--- config.mk ---
export PLATFORM = sky130hd
export DESIGN_NAME = trd_div
export DESIGN_NICKNAME = d
export VERILOG_FILES = /design/src/hdl/trd_pkg.sv /design/src/hdl/trd_div.sv
export SDC_FILE = /design/constraint.sdc
export NUM_CORES = 1
export LEC_CHECK = 0
export BUFFER_PORTS_ARGS = -buffer_cell sky130_fd_sc_hd__buf_2
export CORE_UTILIZATION = 57
export DETAILED_ROUTE_END_ITERATION = 12
export PLACE_DENSITY_LB_ADDON = 0.25
export SYNTH_ARGS = -nofsm -noshare
export SYNTH_HDL_FRONTEND = slang
export SYNTH_SLANG_ARGS = --single-unit
--- constraint.sdc ---
create_clock -name clk -period 3.5 [get_ports clk]
set_input_delay 0.35 -clock clk [delete_from_list [all_inputs] [get_ports clk]]
set_output_delay 0.35 -clock clk [all_outputs]
set_load 0.1 [all_outputs]
--- src/hdl/trd_pkg.sv ---
// Shared types and constants for the triangle rasterizer with depth test.
package trd_pkg;

  localparam int unsigned QW = 34;  // quotient width of the divider
  localparam int unsigned NW = 34;  // width of numerators and divisor

  localparam logic REQ_LOAD = 1'b0;
  localparam logic REQ_STEP = 1'b1;

  // Start and result of one division.
  typedef struct packed {
    logic          start;
    logic [NW-1:0] num;
    logic [NW-1:0] den;
  } div_req_t;

  typedef struct packed {
    logic          done;
    logic [QW-1:0] quo;
  } div_rsp_t;

endpackage

--- src/hdl/trd_div.sv ---
// Restoring unsigned divider, one quotient bit per cycle.
module trd_div
  import trd_pkg::*;
(
  input  logic     clk,
  input  logic     rst_n,
  input  div_req_t req,
  output div_rsp_t rsp
);

  localparam int unsigned CW = $clog2(NW + 1);

  logic [NW-1:0] rem_r, rem_nxt;
  logic [NW-1:0] quo_r, quo_nxt;
  logic [NW-1:0] den_r;
  logic [CW-1:0] cnt_r, cnt_nxt;
  logic          busy_r, busy_nxt;
  logic          done_r, done_nxt;
  logic [NW:0]   trial;

  always_comb begin
    rem_nxt  = rem_r;
    quo_nxt  = quo_r;
    cnt_nxt  = cnt_r;
    busy_nxt = busy_r;
    done_nxt = 1'b0;
    trial    = {rem_r, quo_r[NW-1]} - {1'b0, den_r};
    if (req.start) begin
      rem_nxt  = '0;
      quo_nxt  = req.num;
      cnt_nxt  = CW'(NW);
      busy_nxt = 1'b1;
    end else if (busy_r) begin
      // shift in one numerator bit, subtract when it fits
      if (!trial[NW]) begin
        rem_nxt = trial[NW-1:0];
        quo_nxt = {quo_r[NW-2:0], 1'b1};
      end else begin
        rem_nxt = {rem_r[NW-2:0], quo_r[NW-1]};
        quo_nxt = {quo_r[NW-2:0], 1'b0};
      end
      cnt_nxt = cnt_r - 1'b1;
      if (cnt_r == CW'(1)) begin
        busy_nxt = 1'b0;
        done_nxt = 1'b1;
      end
    end
  end

  always_ff @(posedge clk) begin
    if (!rst_n) begin
      busy_r <= 1'b0;
      done_r <= 1'b0;
      cnt_r  <= '0;
    end else begin
      busy_r <= busy_nxt;
      done_r <= done_nxt;
      cnt_r  <= cnt_nxt;
    end
    rem_r <= rem_nxt;
    quo_r <= quo_nxt;
    if (req.start) begin
      den_r <= req.den;
    end
  end

  assign rsp.done = done_r;
  assign rsp.quo  = quo_r;

endmodule

==> results.txt <==
outcome: finished, final reports clean
Rows: 38
Post-synth EDFFs: 68
Yosys reg bits: 110
count of final max-slew check failures: 0
Post-CTS Hold Buffers: 0
min cycle time layout: 3.45 ns
MaxCap Viol Count: 0
compound-cell area share of the yosys netlist: 0.170
DP Area: 7030 um2
initial antenna violation count: 0
area delta synth->final: 16.4%
DP HPWL: 10,300 um
Slew @ Worst Pin: 0.722 ns
post-synth net total: 758
# diodes: 0
Post-Layout Cell Count: 898
FMAX: 290 MHz
Setup Crit Path Kind: register to register
Clock Sinks: 110
Worst Setup Start Kind: register
Port Buffer Count: 105
final net count: 861
Place WS: 0.0879 ns
hold_sp: req[22]
DRT Wirelength: 15,000 um
CTS tree: built
antenna viol nets, final: 0
Post-synth top flop: edfxtp_1
mux contribution to synthesized area: 0.0617
largest net degree at the start of global routing: 56
Cells after DPL: 873
I/O pins: 106
register area share after synthesis: 0.453
Starting Density: 0.587
share of cells above drive strength 1: 0.264
Worst Hold Class: input port to register
R2R setup slack: 0.05 ns
Die Width: 108 um
initial DRC count: 363
worst r2r src: quo_r[33]
fin crit share: 0.985
routed vias: 5,358
Hold Path Stages: 1
maximum clock path buffer count: 2
Core Area: 10,800 um2
clk_lat worst skew: 0.41 ns
unique cell type count in the Yosys netlist: 58
Setup violations, final: 0
Post-Route Utilization: 0.684
Clock Skew: 0.0139 ns
synthesized area: 6370 um2
average wire per standard cell: 16.7 um
Post-Syn Instances: 650
Die Y: 108 um
asr flop ratio synth: 0
synth warn: 0
Crit Reg-Reg Endpoint: rem_r[31]
Synth Area in XOR/XNOR: 0.0505
Req. time, crit path: 3.83 ns
Root Buffer: clkbuf_8
Num CTS Buffers: 9
Critical Path Fanout Max: 15
crit end category: register
H-Tree Depth: 3
PnR worst setup slack: 0.0511 ns
crit path DAT: 3.78 ns
Hold Path Sink: den_r[22]
first-pass GRT wire length: 24,100 um
syn_area_per_cell: 9.80 um2
number of global-route vias before repair: 5,177
total negative slack: 0 ns
Synth Area in Simple Gates: 0.140
Initial DRT Pass Iterations: 5
GP Congestion: 0.970
unrepaired setup endpoints after global routing: yes
Tot GR Track Use: 0.268
peak supply drop: 0.392 mV
die area: 11,600 um2
post-synthesis adder-cell area fraction: 0.0739
final hold vios: 0
Lkg Pwr: 0.00313 uW
largest family of logic cells by synthesized area: compound AO/OA/AOI/OAI gates
DRC: 0
design area: 7410 um2
grt total ovfl: 0
R2R depth: 14
Avg Vias per Cell: 5.97
max_slew headroom: 0.517
Power Density: 482 nW/um2
Clock transition at path regs: 0.11 ns
state kept, by name, summed over array words and instances, names as in the netlist:
| register | cells |
|---|---|
| done_r | 1 |
| quo_r | 34 |
| den_r | 34 |
| busy_r | 1 |
| rem_r | 34 |
| cnt_r | 6 |
cell usage in the layout, fill, tap and decap left out, types with 3 or more instances in the layout:
cell	n
o22ai_1	3
and3_1	7
o21bai_1	7
nand2_1	87
o21a_1	8
xor2_1	13
a21oi_1	41
nor2b_1	3
o21ai_0	16
a311oi_1	20
ha_1	35
nand3_1	14
xnor2_1	20
inv_1	44
a21o_1	15
edfxtp_1	68
buf_2	104
nand4_1	6
clkbuf_8	10
a211oi_1	4
nor3_1	11
o221ai_1	3
mux2_2	34
dfxtp_1	42
nor2_1	49
a311oi_2	7
a31oi_1	4
buf_4	16
nor4_1	3
o31ai_1	4
o211ai_1	4
what timing repair did:
item,CTS,global route
setup endpoints to repair,0,28
buffers inserted,0,6
resized for setup,0,16
per-stage QoR:
step,hold WS [ns],power (uW)
2_1_floorplan,0.449,2500
3_3_place_gp,0.482,2710
3_5_place_dp,0.495,2740
4_1_cts,0.0900,3510
5_1_grt,0.0838,3740
6_report,0.106,3570
worst max-delay path: stages, from the launching register on:
cell and delay (ns):
edfxtp_1 0.41, inv_1 0.08, ha_2 0.19, inv_2 0.04, fa_2 0.33, a21o_1 0.17, a221o_2 0.38, a311oi_2 0.22
o21ai_2 0.12, a211oi_2 0.35, o31ai_4 0.15, xor2_2 0.27, buf_4 0.27, nand3b_1 0.13, a311oi_2 0.24
power breakdown:
group	switching (uW)	internal (uW)	leakage [uW]
clock	477	291	0.0000967
combinational	823	410	0.00201
sequential	69.4	1500	0.00102
worst max-delay path by stage:
stage	start	slack [ns]	to
after CTS	quo_r[33]	0.05	rem_r[17]
after detailed placement	quo_r[33]	0.09	rem_r[17]
after global placement	quo_r[33]	0.18	rem_r[17]
after global routing	quo_r[33]	-0.14	rem_r[4]
final	quo_r[33]	0.05	rem_r[31]
after floorplan	quo_r[33]	-0.16	rem_r[31]
Yosys cell counts, types with 3 or more instances:
library cell	n	area share
nor3_1	12	0.0094
o21bai_1	7	0.0083
a311oi_2	3	0.0071
nand4_1	6	0.0059
nand3_1	14	0.011
a211oi_1	4	0.0047
xor2_1	13	0.018
nor4_1	4	0.0039
ha_1	36	0.071
a21o_1	15	0.018
o21a_1	8	0.0094
o22ai_1	3	0.0029
nor2b_1	3	0.0029
nor2_1	49	0.029
o21ai_0	16	0.013
clkbuf_1	23	0.014
a21oi_1	41	0.032
nand2_1	91	0.054
o31ai_1	4	0.0047
buf_2	5	0.0039
dfxtp_1	42	0.13
edfxtp_1	68	0.32
a311oi_1	24	0.033
o211ai_1	4	0.0047
o221ai_1	3	0.0041
and3_1	7	0.0069
a31oi_1	4	0.0039
inv_1	45	0.027
xnor2_1	20	0.028
mux2_2	34	0.060
metal layers:
metal,vias up,global-route usage,share of wire
li1,2572,-,-
met1,2475,0.345,0.43
met2,255,0.421,0.45
met3,56,0.0630,0.079
met4,0,0.136,0.038
met5,-,0,0
final cells by class:
| type | count | area, um2 |
|---|---|---|
| Fill cell | 823 | 3430 |
| Inverter | 45 | 169 |
| Timing Repair Buffer | 126 | 753 |
| Clock inverter | 6 | 52.6 |
| Multi-Input combinational cell | 461 | 3240 |
| Sequential cell | 110 | 2880 |
| Tap cell | 140 | 175 |
| Clock buffer | 10 | 138 |
cell families after synthesis:
| family | after synthesis |
|---|---|
| AOI/OAI and AO/OA | 153 |
| xor gates and xnor gates | 35 |
| adders and majority gates | 37 |
| buffers and inverters | 79 |
| DFF | 110 |
| muxes | 35 |
| and+or+nand+nor | 201 |
Power figures use the tool's default switching activity.
